**src/rtl/rhat_pkg.sv**
```systemverilog
// shared constants, types and helpers for the robin hood address table
package rhat_pkg;

    // slot count, a power of two so the home slot is a mask of the hash
    localparam int TABLE_SLOTS = 64;
    localparam int SLOT_W      = $clog2(TABLE_SLOTS);
    localparam int DIST_CW     = SLOT_W + 1;
    localparam int COUNT_W     = $clog2(TABLE_SLOTS + 1);
    localparam int KEY_W       = 32;
    localparam int CMD_W       = 2;
    localparam int STATUS_W    = 2;

    localparam int OUT_W       = 1 + SLOT_W + STATUS_W + COUNT_W;
    localparam int OUT_TDATA_W = ((OUT_W + 7) / 8) * 8;

    // fmix32 multipliers
    localparam logic [KEY_W-1:0] MIX_C1 = 32'h85eb_ca6b;
    localparam logic [KEY_W-1:0] MIX_C2 = 32'hc2b2_ae35;

    localparam logic [CMD_W-1:0] CMD_LOOKUP = 2'd0;
    localparam logic [CMD_W-1:0] CMD_INSERT = 2'd1;
    localparam logic [CMD_W-1:0] CMD_REMOVE = 2'd2;

    localparam logic [STATUS_W-1:0] STATUS_OK   = 2'd0;
    localparam logic [STATUS_W-1:0] STATUS_MISS = 2'd1;
    localparam logic [STATUS_W-1:0] STATUS_FULL = 2'd2;

    typedef logic [SLOT_W-1:0] slot_idx_t;

    typedef struct packed {
        logic             rd_en;
        slot_idx_t        rd_idx;
        logic             wr_en;
        slot_idx_t        wr_idx;
        logic [KEY_W-1:0] wr_key;
        slot_idx_t        wr_dist;
        logic             set_en;
        slot_idx_t        set_idx;
        logic             clr_en;
        slot_idx_t        clr_idx;
    } store_ctl_t;

    typedef struct packed {
        logic             valid;
        logic [KEY_W-1:0] key;
        slot_idx_t        distance;
    } store_rsp_t;

    function automatic slot_idx_t next_slot(slot_idx_t i);
        if (i == slot_idx_t'(TABLE_SLOTS - 1))
            return '0;
        else
            return i + slot_idx_t'(1);
    endfunction

endpackage

```
**src/rtl/robin_hood_address_table.sv**
```systemverilog
// top level: command sequencer for the robin hood address table
// sequence: hash the address, then read and evaluate each probed slot in turn (one memory read port);
//   remove then shifts later entries of the run back one slot until the run ends, and the result is posted
// flow: s_axis_tready is low from accept until the result is registered, so one transaction is
//   handled at a time; a stalled result holds the block in its done step
// reset clears all valid bits, the entry count and the max probe distance, not the memory
module robin_hood_address_table (
    input  logic                               clk,
    input  logic                               rst_n,
    input  logic                               s_axis_tvalid,
    output logic                               s_axis_tready,
    input  logic [rhat_pkg::KEY_W-1:0]         s_axis_tdata,  // address
    input  logic [rhat_pkg::CMD_W-1:0]         s_axis_tuser,  // command
    output logic                               m_axis_tvalid,
    input  logic                               m_axis_tready,
    output logic [rhat_pkg::OUT_TDATA_W-1:0]   m_axis_tdata   // found, slot, status, entry_count
);
    import rhat_pkg::*;

    typedef enum logic [6:0] {
        S_IDLE    = 7'b0000001,
        S_HASH    = 7'b0000010,
        S_RD      = 7'b0000100,
        S_EVAL    = 7'b0001000,
        S_RM_RD   = 7'b0010000,
        S_RM_EVAL = 7'b0100000,
        S_DONE    = 7'b1000000
    } state_t;

    state_t                  state_reg,   state_next;
    logic [CMD_W-1:0]        cmd_reg,     cmd_next;
    logic [KEY_W-1:0]        addr_reg,    addr_next;
    logic [KEY_W-1:0]        key_reg,     key_next;
    slot_idx_t               idx_reg,     idx_next;
    logic [DIST_CW-1:0]      d_reg,       d_next;
    logic                    placed_reg,  placed_next;
    logic                    found_reg,   found_next;
    slot_idx_t               slot_reg,    slot_next;
    logic [STATUS_W-1:0]     status_reg,  status_next;
    logic [COUNT_W-1:0]      count_reg,   count_next;
    slot_idx_t               max_reg,     max_next;
    logic                    m_valid_reg, m_valid_next;
    logic [OUT_TDATA_W-1:0]  m_data_reg,  m_data_next;

    logic       accept;
    logic       hash_done;
    slot_idx_t  home;
    store_ctl_t ctl;
    store_rsp_t rsp;
    slot_idx_t  nx_idx;
    logic       is_ins;
    logic       is_rm;

    assign s_axis_tready = (state_reg == S_IDLE);
    assign accept        = s_axis_tvalid && s_axis_tready;
    assign nx_idx        = next_slot(idx_reg);
    assign is_ins        = (cmd_reg == CMD_INSERT);
    assign is_rm         = (cmd_reg == CMD_REMOVE);

    rhat_hash u_hash (
        .clk   (clk),
        .rst_n (rst_n),
        .start (accept),
        .key   (s_axis_tdata),
        .done  (hash_done),
        .home  (home)
    );

    rhat_store u_store (
        .clk   (clk),
        .rst_n (rst_n),
        .ctl   (ctl),
        .rsp   (rsp)
    );

    always_comb
    begin
        state_next   = state_reg;
        cmd_next     = cmd_reg;
        addr_next    = addr_reg;
        key_next     = key_reg;
        idx_next     = idx_reg;
        d_next       = d_reg;
        placed_next  = placed_reg;
        found_next   = found_reg;
        slot_next    = slot_reg;
        status_next  = status_reg;
        count_next   = count_reg;
        max_next     = max_reg;
        m_valid_next = m_valid_reg;
        m_data_next  = m_data_reg;
        ctl          = '0;

        if (m_axis_tready)
            m_valid_next = 1'b0;

        unique case (state_reg)
            S_IDLE:
            begin
                if (accept)
                begin
                    cmd_next    = s_axis_tuser;
                    addr_next   = s_axis_tdata;
                    found_next  = 1'b0;
                    slot_next   = '0;
                    status_next = STATUS_OK;
                    state_next  = S_HASH;
                end
            end

            S_HASH:
            begin
                if (hash_done)
                begin
                    idx_next    = home;
                    d_next      = '0;
                    placed_next = 1'b0;
                    key_next    = addr_reg;
                    if (is_ins && count_reg >= COUNT_W'(TABLE_SLOTS))
                    begin
                        status_next = STATUS_FULL;
                        state_next  = S_DONE;
                    end
                    else
                        state_next = S_RD;
                end
            end

            S_RD:
            begin
                // probing stops once the distance passes the largest one stored
                if (!is_ins && d_reg > DIST_CW'(max_reg))
                begin
                    status_next = STATUS_MISS;
                    state_next  = S_DONE;
                end
                else
                begin
                    ctl.rd_en  = 1'b1;
                    ctl.rd_idx = idx_reg;
                    state_next = S_EVAL;
                end
            end

            S_EVAL:
            begin
                if (is_ins)
                begin
                    if (!rsp.valid || d_reg > DIST_CW'(rsp.distance))
                    begin
                        ctl.wr_en   = 1'b1;
                        ctl.wr_idx  = idx_reg;
                        ctl.wr_key  = key_reg;
                        ctl.wr_dist = d_reg[SLOT_W-1:0];
                        if (d_reg > DIST_CW'(max_reg))
                            max_next = d_reg[SLOT_W-1:0];
                        if (!placed_reg)
                        begin
                            slot_next   = idx_reg;
                            placed_next = 1'b1;
                        end
                    end
                    if (!rsp.valid)
                    begin
                        ctl.set_en  = 1'b1;
                        ctl.set_idx = idx_reg;
                        count_next  = count_reg + COUNT_W'(1);
                        state_next  = S_DONE;
                    end
                    else if (d_reg > DIST_CW'(rsp.distance))
                    begin
                        // evicted entry carries on from the next slot
                        key_next   = rsp.key;
                        d_next     = DIST_CW'(rsp.distance) + DIST_CW'(1);
                        idx_next   = nx_idx;
                        state_next = S_RD;
                    end
                    else
                    begin
                        d_next     = d_reg + DIST_CW'(1);
                        idx_next   = nx_idx;
                        state_next = S_RD;
                    end
                end
                else
                begin
                    if (!rsp.valid)
                    begin
                        status_next = STATUS_MISS;
                        state_next  = S_DONE;
                    end
                    else if (rsp.key == addr_reg)
                    begin
                        found_next = 1'b1;
                        slot_next  = idx_reg;
                        if (is_rm)
                        begin
                            ctl.clr_en  = 1'b1;
                            ctl.clr_idx = idx_reg;
                            count_next  = count_reg - COUNT_W'(1);
                            d_next      = DIST_CW'(1);
                            state_next  = S_RM_RD;
                        end
                        else
                            state_next = S_DONE;
                    end
                    else if (d_reg > DIST_CW'(rsp.distance))
                    begin
                        status_next = STATUS_MISS;
                        state_next  = S_DONE;
                    end
                    else
                    begin
                        d_next     = d_reg + DIST_CW'(1);
                        idx_next   = nx_idx;
                        state_next = S_RD;
                    end
                end
            end

            S_RM_RD:
            begin
                // d_reg counts shift steps here
                if (d_reg == DIST_CW'(TABLE_SLOTS))
                    state_next = S_DONE;
                else
                begin
                    ctl.rd_en  = 1'b1;
                    ctl.rd_idx = nx_idx;
                    state_next = S_RM_EVAL;
                end
            end

            S_RM_EVAL:
            begin
                if (!rsp.valid || rsp.distance == '0)
                    state_next = S_DONE;
                else
                begin
                    ctl.wr_en   = 1'b1;
                    ctl.wr_idx  = idx_reg;
                    ctl.wr_key  = rsp.key;
                    ctl.wr_dist = rsp.distance - slot_idx_t'(1);
                    ctl.set_en  = 1'b1;
                    ctl.set_idx = idx_reg;
                    ctl.clr_en  = 1'b1;
                    ctl.clr_idx = nx_idx;
                    idx_next    = nx_idx;
                    d_next      = d_reg + DIST_CW'(1);
                    state_next  = S_RM_RD;
                end
            end

            S_DONE:
            begin
                if (!m_valid_reg || m_axis_tready)
                begin
                    m_valid_next = 1'b1;
                    m_data_next  = OUT_TDATA_W'({count_reg, status_reg, slot_reg, found_reg});
                    state_next   = S_IDLE;
                end
            end

            default:
                state_next = S_IDLE;
        endcase
    end

    always_ff @(posedge clk or negedge rst_n)
    begin
        if (!rst_n)
        begin
            state_reg   <= S_IDLE;
            count_reg   <= '0;
            max_reg     <= '0;
            m_valid_reg <= 1'b0;
        end
        else
        begin
            state_reg   <= state_next;
            count_reg   <= count_next;
            max_reg     <= max_next;
            m_valid_reg <= m_valid_next;
        end
    end

    always_ff @(posedge clk)
    begin
        cmd_reg    <= cmd_next;
        addr_reg   <= addr_next;
        key_reg    <= key_next;
        idx_reg    <= idx_next;
        d_reg      <= d_next;
        placed_reg <= placed_next;
        found_reg  <= found_next;
        slot_reg   <= slot_next;
        status_reg <= status_next;
        m_data_reg <= m_data_next;
    end

    assign m_axis_tvalid = m_valid_reg;
    assign m_axis_tdata  = m_data_reg;

`ifndef SYNTHESIS
    a_count_bound: assert property (@(posedge clk) disable iff (!rst_n)
        count_reg <= COUNT_W'(TABLE_SLOTS))
        else $error("entry count above table size");

    a_max_monotonic: assert property (@(posedge clk) disable iff (!rst_n)
        1'b1 |=> max_reg >= $past(max_reg))
        else $error("max probe distance decreased");

    a_write_phase: assert property (@(posedge clk) disable iff (!rst_n)
        ctl.wr_en |-> (state_reg == S_EVAL || state_reg == S_RM_EVAL))
        else $error("slot memory written outside an evaluate step");

    a_full_status: assert property (@(posedge clk) disable iff (!rst_n)
        (state_reg == S_DONE && status_reg == STATUS_FULL) |-> count_reg == COUNT_W'(TABLE_SLOTS))
        else $error("full status with free slots");

    a_result_source: assert property (@(posedge clk) disable iff (!rst_n)
        $rose(m_axis_tvalid) |-> $past(state_reg == S_DONE))
        else $error("result posted outside the done step");
`endif

endmodule

```
**src/rtl/rhat_hash.sv**
```systemverilog
// fmix32 home slot hash on one shared 32x32 multiplier, two passes
module rhat_hash (
    input  logic                       clk,
    input  logic                       rst_n,
    input  logic                       start,
    input  logic [rhat_pkg::KEY_W-1:0] key,
    output logic                       done,
    output rhat_pkg::slot_idx_t        home
);
    import rhat_pkg::*;

    typedef enum logic [2:0] {
        HS_IDLE = 3'b001,
        HS_MUL2 = 3'b010,
        HS_DONE = 3'b100
    } hstate_t;

    hstate_t          state_reg;
    hstate_t          state_next;
    logic [KEY_W-1:0] h_reg;
    logic [KEY_W-1:0] mul_a;
    logic [KEY_W-1:0] mul_b;
    logic [KEY_W-1:0] prod;
    logic [KEY_W-1:0] h_final;

    // first pass takes the key straight from the input transaction
    always_comb
    begin
        if (state_reg == HS_MUL2)
        begin
            mul_a = h_reg ^ (h_reg >> 13);
            mul_b = MIX_C2;
        end
        else
        begin
            mul_a = key ^ (key >> 16);
            mul_b = MIX_C1;
        end
    end

    assign prod = mul_a * mul_b;

    always_comb
    begin
        unique case (state_reg)
            HS_IDLE: state_next = start ? HS_MUL2 : HS_IDLE;
            HS_MUL2: state_next = HS_DONE;
            HS_DONE: state_next = HS_IDLE;
            default: state_next = HS_IDLE;
        endcase
    end

    always_ff @(posedge clk or negedge rst_n)
    begin
        if (!rst_n)
            state_reg <= HS_IDLE;
        else
            state_reg <= state_next;
    end

    always_ff @(posedge clk)
    begin
        if (start || state_reg == HS_MUL2)
            h_reg <= prod;
    end

    assign h_final = h_reg ^ (h_reg >> 16);
    assign home    = h_final[SLOT_W-1:0];
    assign done    = (state_reg == HS_DONE);

endmodule

```
**src/rtl/rhat_store.sv**
```systemverilog
// slot memory for key and distance, plus the per-slot valid flops
module rhat_store (
    input  logic                 clk,
    input  logic                 rst_n,
    input  rhat_pkg::store_ctl_t ctl,
    output rhat_pkg::store_rsp_t rsp
);
    import rhat_pkg::*;

    logic [KEY_W+SLOT_W-1:0] mem [TABLE_SLOTS];
    logic [KEY_W+SLOT_W-1:0] rdata_reg;
    logic                    rvalid_reg;
    logic [TABLE_SLOTS-1:0]  valid_reg;
    logic [TABLE_SLOTS-1:0]  valid_next;

    always_ff @(posedge clk)
    begin
        if (ctl.wr_en)
            mem[ctl.wr_idx] <= {ctl.wr_key, ctl.wr_dist};
        if (ctl.rd_en)
        begin
            rdata_reg  <= mem[ctl.rd_idx];
            rvalid_reg <= valid_reg[ctl.rd_idx];
        end
    end

    always_comb
    begin
        valid_next = valid_reg;
        if (ctl.clr_en)
            valid_next[ctl.clr_idx] = 1'b0;
        if (ctl.set_en)
            valid_next[ctl.set_idx] = 1'b1;
    end

    always_ff @(posedge clk or negedge rst_n)
    begin
        if (!rst_n)
            valid_reg <= '0;
        else
            valid_reg <= valid_next;
    end

    assign rsp = {rvalid_reg, rdata_reg};

endmodule
```
**config.mk**
```make
export PLATFORM = sky130hd
export DESIGN_NAME = robin_hood_address_table
export DESIGN_NICKNAME = d
export VERILOG_FILES = /design/src/rtl/rhat_pkg.sv /design/src/rtl/robin_hood_address_table.sv /design/src/rtl/rhat_hash.sv /design/src/rtl/rhat_store.sv
export SDC_FILE = /design/constraint.sdc
export NUM_CORES = 2
export LEC_CHECK = 0
export CELL_PAD_IN_SITES_DETAIL_PLACEMENT = 1
export CELL_PAD_IN_SITES_GLOBAL_PLACEMENT = 2
export CORE_MARGIN = 10
export CORE_UTILIZATION = 48
export CTS_BUF_LIST = sky130_fd_sc_hd__clkbuf_8
export CTS_CLUSTER_DIAMETER = 150
export CTS_CLUSTER_SIZE = 8
export DETAILED_ROUTE_END_ITERATION = 12
export DONT_BUFFER_PORTS = 1
export GPL_ROUTABILITY_DRIVEN = 0
export GPL_TIMING_DRIVEN = 0
export PLACE_DENSITY_LB_ADDON = 0.1
export SYNTH_ARGS = -nofsm -noshare
export SYNTH_HDL_FRONTEND = slang
export SYNTH_HIERARCHICAL = 1
export SYNTH_SLANG_ARGS = --single-unit
export TNS_END_PERCENT = 30
```
**constraint.sdc**
```tcl
create_clock -name clk -period 16.5 [get_ports clk]
set_input_delay 2.475 -clock clk [delete_from_list [all_inputs] [get_ports clk]]
set_output_delay 2.475 -clock clk [all_outputs]
set_load 0.02 [all_outputs]
```
Yosys cells after proc, flatten, opt, wreduce, memory -nomap -nowiden

Memory sizes are Yosys's and may differ from the RTL's. A register that Yosys moved wholly into a read port is not among the register bits.
Index checks and enable logic that the tools add are counted.
Widths: inputs -> output; s select.

Register bits after elaboration: 226
Memory bits (writable): 2432
Bits of input ports: 38
Output and inout bits: 18
Word-level logic and storage cells: 207
Memories: 1

Add/sub/neg operators: 6
$mul: 1
Order comparisons: 8
Equality and inequality tests: 38
Muxes and demuxes: 97
Bitwise logic cells: 6
Reductions and logical operators: 32

Memories:

| name        | depth | bits a word | read ports | clocked after Yosys merged registers in | wr ports | line             | RTL |
|---|---|---|---|---|---|---|---|
| u_store.mem | 64    | 38          | 1          | 1                                       | 1        | rhat_store.sv:10 | `logic [KEY_W+SLOT_W-1:0] mem [TABLE_SLOTS];` |

Operators by type and width:

| operator           | number |
|---|---|
| $mux 7             | 34 |
| $mux 32            | 5 |
| $mux 64            | 2 |
| $pmux 59 s2        | 1 |
| $mux 6             | 14 |
| $and 64x64->64     | 1 |
| $not 64->64        | 1 |
| $or 64x64->64      | 1 |
| $pmux 32 s2        | 1 |
| $mux 59            | 1 |
| $mux 52            | 1 |
| $pmux 7 s7         | 1 |
| $mux 45            | 1 |
| $eq 32x32->1       | 1 |
| $mul 32x32->32     | 1 |
| $xor 32x16->32     | 1 |
| $xor 32x19->32     | 1 |
| $mux 31            | 1 |
| $ne 2x2->1 const B | 11 |
| $lt 6x7->1 const B | 3 |
| $ne 3x3->1 const B | 7 |
| $pmux 7 s3         | 1 |
| $mux 2             | 9 |
| $pmux 6 s3         | 1 |
| other kinds (46)   | 87 |

Depth between registers and ports, before layout

Depth in word-level cells: 15
Mapped depth: 32
Gate-level depth less buffers: 30

By module

The synthesis kept the hierarchy.

By module, submodules not included:

| module                   | times used | cells an instance | area each (sq um) | sequential area each (sq um) |
|---|---|---|---|---|
| rhat_store               | 1          | 4267              | 96427.5           | 75802.7 |
| rhat_hash                | 1          | 1446              | 13992.2           | 1037.2 |
| robin_hood_address_table | 1          | 638               | 6916.6            | 3679.8 |

Worst setup path after synthesis

Ideal clock, no wire load.

Kind: in2reg
From: in s_axis_tdata[6] in the netlist's numbering
To: reg u_hash.h_reg[27] (data pin)
Library setup time: 0.258 ns
Arrival time: 8.934 ns
Data required time: 16.242 ns
Setup slack: 7.308 ns
Stages: 26
Buffers on the path: 0
Path through: xor2_1 nor2b_1 inv_1 nand2_1 inv_1 fa_1 inv_1 fa_1 inv_1 fa_1 inv_1 ha_1 fa_1 fa_1 fa_1 inv_1 fa_1 inv_1 ha_1 and3_1 nand3_1 or3_1 nor3_2 o31ai_1 and2b_1 xnor2_1

Longest elaborated chain between the ends: 3

RTL lines:

| what                      | line                           | RTL |
|---|---|---|
| from (decl)               | robin_hood_address_table.sv:12 | `input logic [rhat_pkg::KEY_W-1:0] s_axis_tdata,` |
| $xor 32x16->32            | rhat_hash.sv:36                | `mul_a = key ^ (key >> 16);` |
| $mux 32                   | rhat_hash.sv:29                | `if (state_reg == HS_MUL2)` |
| $mul 32x32->32            | rhat_hash.sv:41                | `assign prod = mul_a * mul_b;` |
| named net u_hash.prod[27] | rhat_hash.sv:23                | `logic [KEY_W-1:0] prod;` |
| to (signal assigned)      | rhat_hash.sv:64                | `h_reg <= prod;` |
| to (decl)                 | rhat_hash.sv:20                | `logic [KEY_W-1:0] h_reg;` |

The timed path passes the listed nets, and every way through them passes these cells.
A chain may end at the register's enable or synchronous reset.

Final worst setup path

From: in s_axis_tdata[22] in the netlist's numbering
To: reg u_hash.h_reg[29] (data pin)

The elaborated chain is that of the path after synthesis.

==> impl_results.md <==
* Worst Tran Pin Value at 1690 ps
* Share of flip-flops with an asynchronous set or reset at 0.0326
* Die Ht at 514 µm
* RSZ-0062 raised after global routing: no
* Crit path kind: input pin to flip-flop
* Crit end category: flip-flop
* Post-synthesis instance total at 6351
* Maximum clock frequency at 88.5 MHz
* Max-slew violations at 17
* Largest net degree at the start of global routing at 89
* HPWL Detailed at 278 mm
* Postcts setup bufs at 0
* Clock Pin Slew Worst Setup and Hold Paths at 70 ps
* Worst Setup SP: s_axis_tdata[22]
* Routed vias/inst at 6.46
* CTS buffer count at 387
* Initial antenna violation count at 23
* Vias at 65481
* Post-route ant nets at 0
* CTS Hold Bufs at 0
* Avg Synthesized Cell Area at 18.5 µm²
* Die X at 514 µm
* First-pass DRT Iterations at 5
* CTS H-tree lvls at 5
* Layout net count at 7466
* FF-to-FF Start: u_hash/state_reg[0]$_DFF_PN1_
* Vias in the first global route at 66751
* Final wirelength at 389 mm
* Row cnt at 181
* Fin Setup TNS at 0 ps
* M1 WL at 159 mm
* Post-DR wirelength/cell at 38.4 µm
* Synth Flop Type: edfxtp_1
* Sequential share of the synthesized area at 0.686
* Root Driver: clkbuf_8
* Syn Std Cell Area at 0.117 mm²
* DR WL met3 at 40.5 mm
* Starting density of the core at 0.482
* Num ports at 56
* Failing checks: capacitance limit, slew limit
* Full die area at 0.265 mm²
* Syn Nets at 6930
* Fin crit share at 0.685
* Reg2reg setup slack at 5540 ps
* Highest metal used: met5
* Worst Skew at 150 ps
* Core area at 0.243 mm²
* Total gr overflow at 0
* CTS Sinks at 2696
* Final Util at 0.538
* Final Critical Period at 11300 ps
* Setup violators final at 0
* Yosys warns at 6
* Area delta synth->final at 11.6%
* Max reg flops at 2432
* R2r endpoint: u_hash/h_reg[29]$_DFFE_PP_
* Setup WS post-layout at 5200 ps
* Filler cells at 21741
* Met2 wire len at 173 mm
* MaxCap Viol Count at 5
* CP Launch Type: input pin
* DR DRC count at 0
* Clock tree from TritonCTS: built
* Run status: finished, violations left
* Post-synth EDFFs at 2608
* Final Hold Violating Endpoints at 0
* Global-route wire length before repair at 538 mm
* Worst slack at placement at 4310 ps
* Seq cells post-synth at 2696
* Worst hold path class: flip-flop to flip-flop
* Worst EP arrival at 12110 ps
* R2R depth at 29
* Slew HR at -0.127
* I/O Buffers at 0
* Share of cells above drive strength 1 at 0.217
* CP max FO at 9
* Clk buf depth at 4
* Worst skew pair latency at 1160 ps
* Critical Path End: u_hash/h_reg[29]$_DFFE_PP_
* Distinct cells, synth at 90
* Required @ worst endpoint at 17310 ps
* Resize count post-CTS at 0
* Global router's overall resource usage at 0.291
* Initial DRC count at 8973
-- critical path, stage by stage --
cell and delay (ps):
xor2_1 120, nor2b_1 900, inv_1 460, nand2_1 710, inv_1 150, fa_1 570, inv_1 60, fa_1 500
inv_1 60, fa_1 530, inv_1 40, ha_1 210, fa_1 550, fa_1 460, fa_1 550, inv_1 140
fa_1 620, inv_1 60, ha_1 360, nand2_1 100, o21ai_1 90, o41ai_2 880, o21ai_1 440, o31ai_1 520
a21oi_1 180, xor2_1 350
-- per-stage QoR --
stage                     area [µm²]  std cells  hold slack [ps]
after floorplan               117000       6351              400
after global placement        121000       9553              411
after detailed placement      125000       9699              409
after CTS                     131000      10122              395
after global routing          131000      10125              389
final                         131000      10134              375
-- per-layer routing --
layer / vias to the layer above / track usage
li1: 25709 / -
met1: 35464 / 0.420
met2: 3656 / 0.432
met3: 644 / 0.0709
met4: 8 / 0.112
met5: - / 0
-- layout by cell type, fill, tap and decap left out, types with 18 or more instances in the layout --
cell / netlist / layout
edfxtp_1: 2608 / 2608
mux4_2: 615 / 615
inv_1: 508 / 527
clkbuf_8: 0 / 392
fa_1: 291 / 291
nand2_1: 259 / 258
ha_1: 250 / 250
o21ai_0: 186 / 181
clkbuf_1: 166 / 161
o22ai_1: 145 / 145
xnor2_1: 106 / 106
buf_12: 0 / 94
a21oi_1: 90 / 88
dfrtp_1: 86 / 86
a22oi_1: 78 / 78
buf_2: 74 / 75
nor2_1: 130 / 66
nor2_4: 1 / 65
nor2b_1: 61 / 59
xor2_1: 55 / 55
buf_16: 0 / 50
nand3_1: 45 / 45
mux2i_1: 43 / 43
mux2_2: 43 / 43
buf_4: 38 / 38
a211oi_1: 34 / 34
o221ai_1: 34 / 34
nor4_1: 33 / 31
o21a_1: 29 / 29
nand2b_1: 27 / 27
a22o_2: 0 / 22
or2_2: 19 / 19
and2_1: 18 / 18
-- cell usage after synthesis, types with 5 or more instances --
cell | number | area (µm²)
a221oi_1 | 6 | 52.6
or3_1 | 9 | 56.3
o21a_1 | 29 | 218
clkbuf_1 | 166 | 623
ha_1 | 250 | 3130
xor2_1 | 55 | 482
o211ai_1 | 5 | 37.5
a21oi_1 | 90 | 450
buf_4 | 38 | 285
o21ai_1 | 10 | 50.1
or3b_2 | 5 | 43.8
and2_1 | 18 | 113
nand2b_1 | 27 | 169
inv_1 | 508 | 1910
buf_6 | 17 | 191
nor2b_1 | 61 | 382
a22oi_1 | 78 | 586
o31ai_1 | 9 | 67.6
nand3_1 | 45 | 225
a21o_1 | 12 | 90.1
dfrtp_1 | 86 | 2150
nor3_1 | 16 | 80.1
a22o_1 | 44 | 385
or4_1 | 8 | 60.1
o221ai_1 | 34 | 298
buf_1 | 12 | 45.0
or2_2 | 19 | 119
and3_1 | 15 | 93.8
o22ai_1 | 145 | 907
mux2i_1 | 43 | 430
fa_1 | 291 | 5830
mux4_2 | 615 | 13900
o21bai_1 | 7 | 52.6
buf_2 | 74 | 370
nand3b_1 | 17 | 128
mux2_2 | 43 | 484
nor4_1 | 33 | 206
nand4_1 | 17 | 106
nor2_1 | 130 | 488
edfxtp_1 | 2608 | 78300
xnor2_1 | 106 | 928
nand2_1 | 259 | 972
o21ai_0 | 186 | 931
a211oi_1 | 34 | 255
-- worst min-delay path by stage --
stage	slack [ps]	start	end	cells after the start
after floorplan	400	found_reg$_DFFE_PP_	m_axis_tdata[0]$_DFFE_PP_	0
after global placement	410	slot_reg[5]$_SDFFCE_PN0P_	m_axis_tdata[6]$_DFFE_PP_	0
after detailed placement	410	slot_reg[4]$_SDFFCE_PN0P_	m_axis_tdata[5]$_DFFE_PP_	0
after CTS	390	slot_reg[4]$_SDFFCE_PN0P_	m_axis_tdata[5]$_DFFE_PP_	0
after global routing	390	slot_reg[4]$_SDFFCE_PN0P_	m_axis_tdata[5]$_DFFE_PP_	0
final	380	slot_reg[4]$_SDFFCE_PN0P_	m_axis_tdata[5]$_DFFE_PP_	0
-- cell families (layout without fill, tap and decap cells) --
group | count (synthesis) | count (layout) | share of synthesized area
other cells | 2 | 13 | 0.0000640
xor+xnor | 164 | 164 | 0.0125
flops | 2696 | 2696 | 0.686
fa+ha+maj | 541 | 541 | 0.0763
compound gates | 730 | 730 | 0.0405
simple gates | 700 | 700 | 0.0292
mux | 701 | 701 | 0.126
buf+inv | 817 | 1387 | 0.0293
-- area by class of cell --
type,instances,area [µm²],area share
Timing Repair Buffer,147,3300,0.0252
Antenna cell,11,27.5,0.000210
Tap cell,3202,4010,0.0306
Clock inverter,31,201,0.00154
Clock buffer,392,5400,0.0412
Buffer,307,1520,0.0116
Inverter,510,1920,0.0147
Sequential cell,2696,80500,0.615
Multi-Input combinational cell,2838,34100,0.260
Power is not shown: default switching activity piles up to over one toggle a cycle in this logic, so the estimate is an artifact.
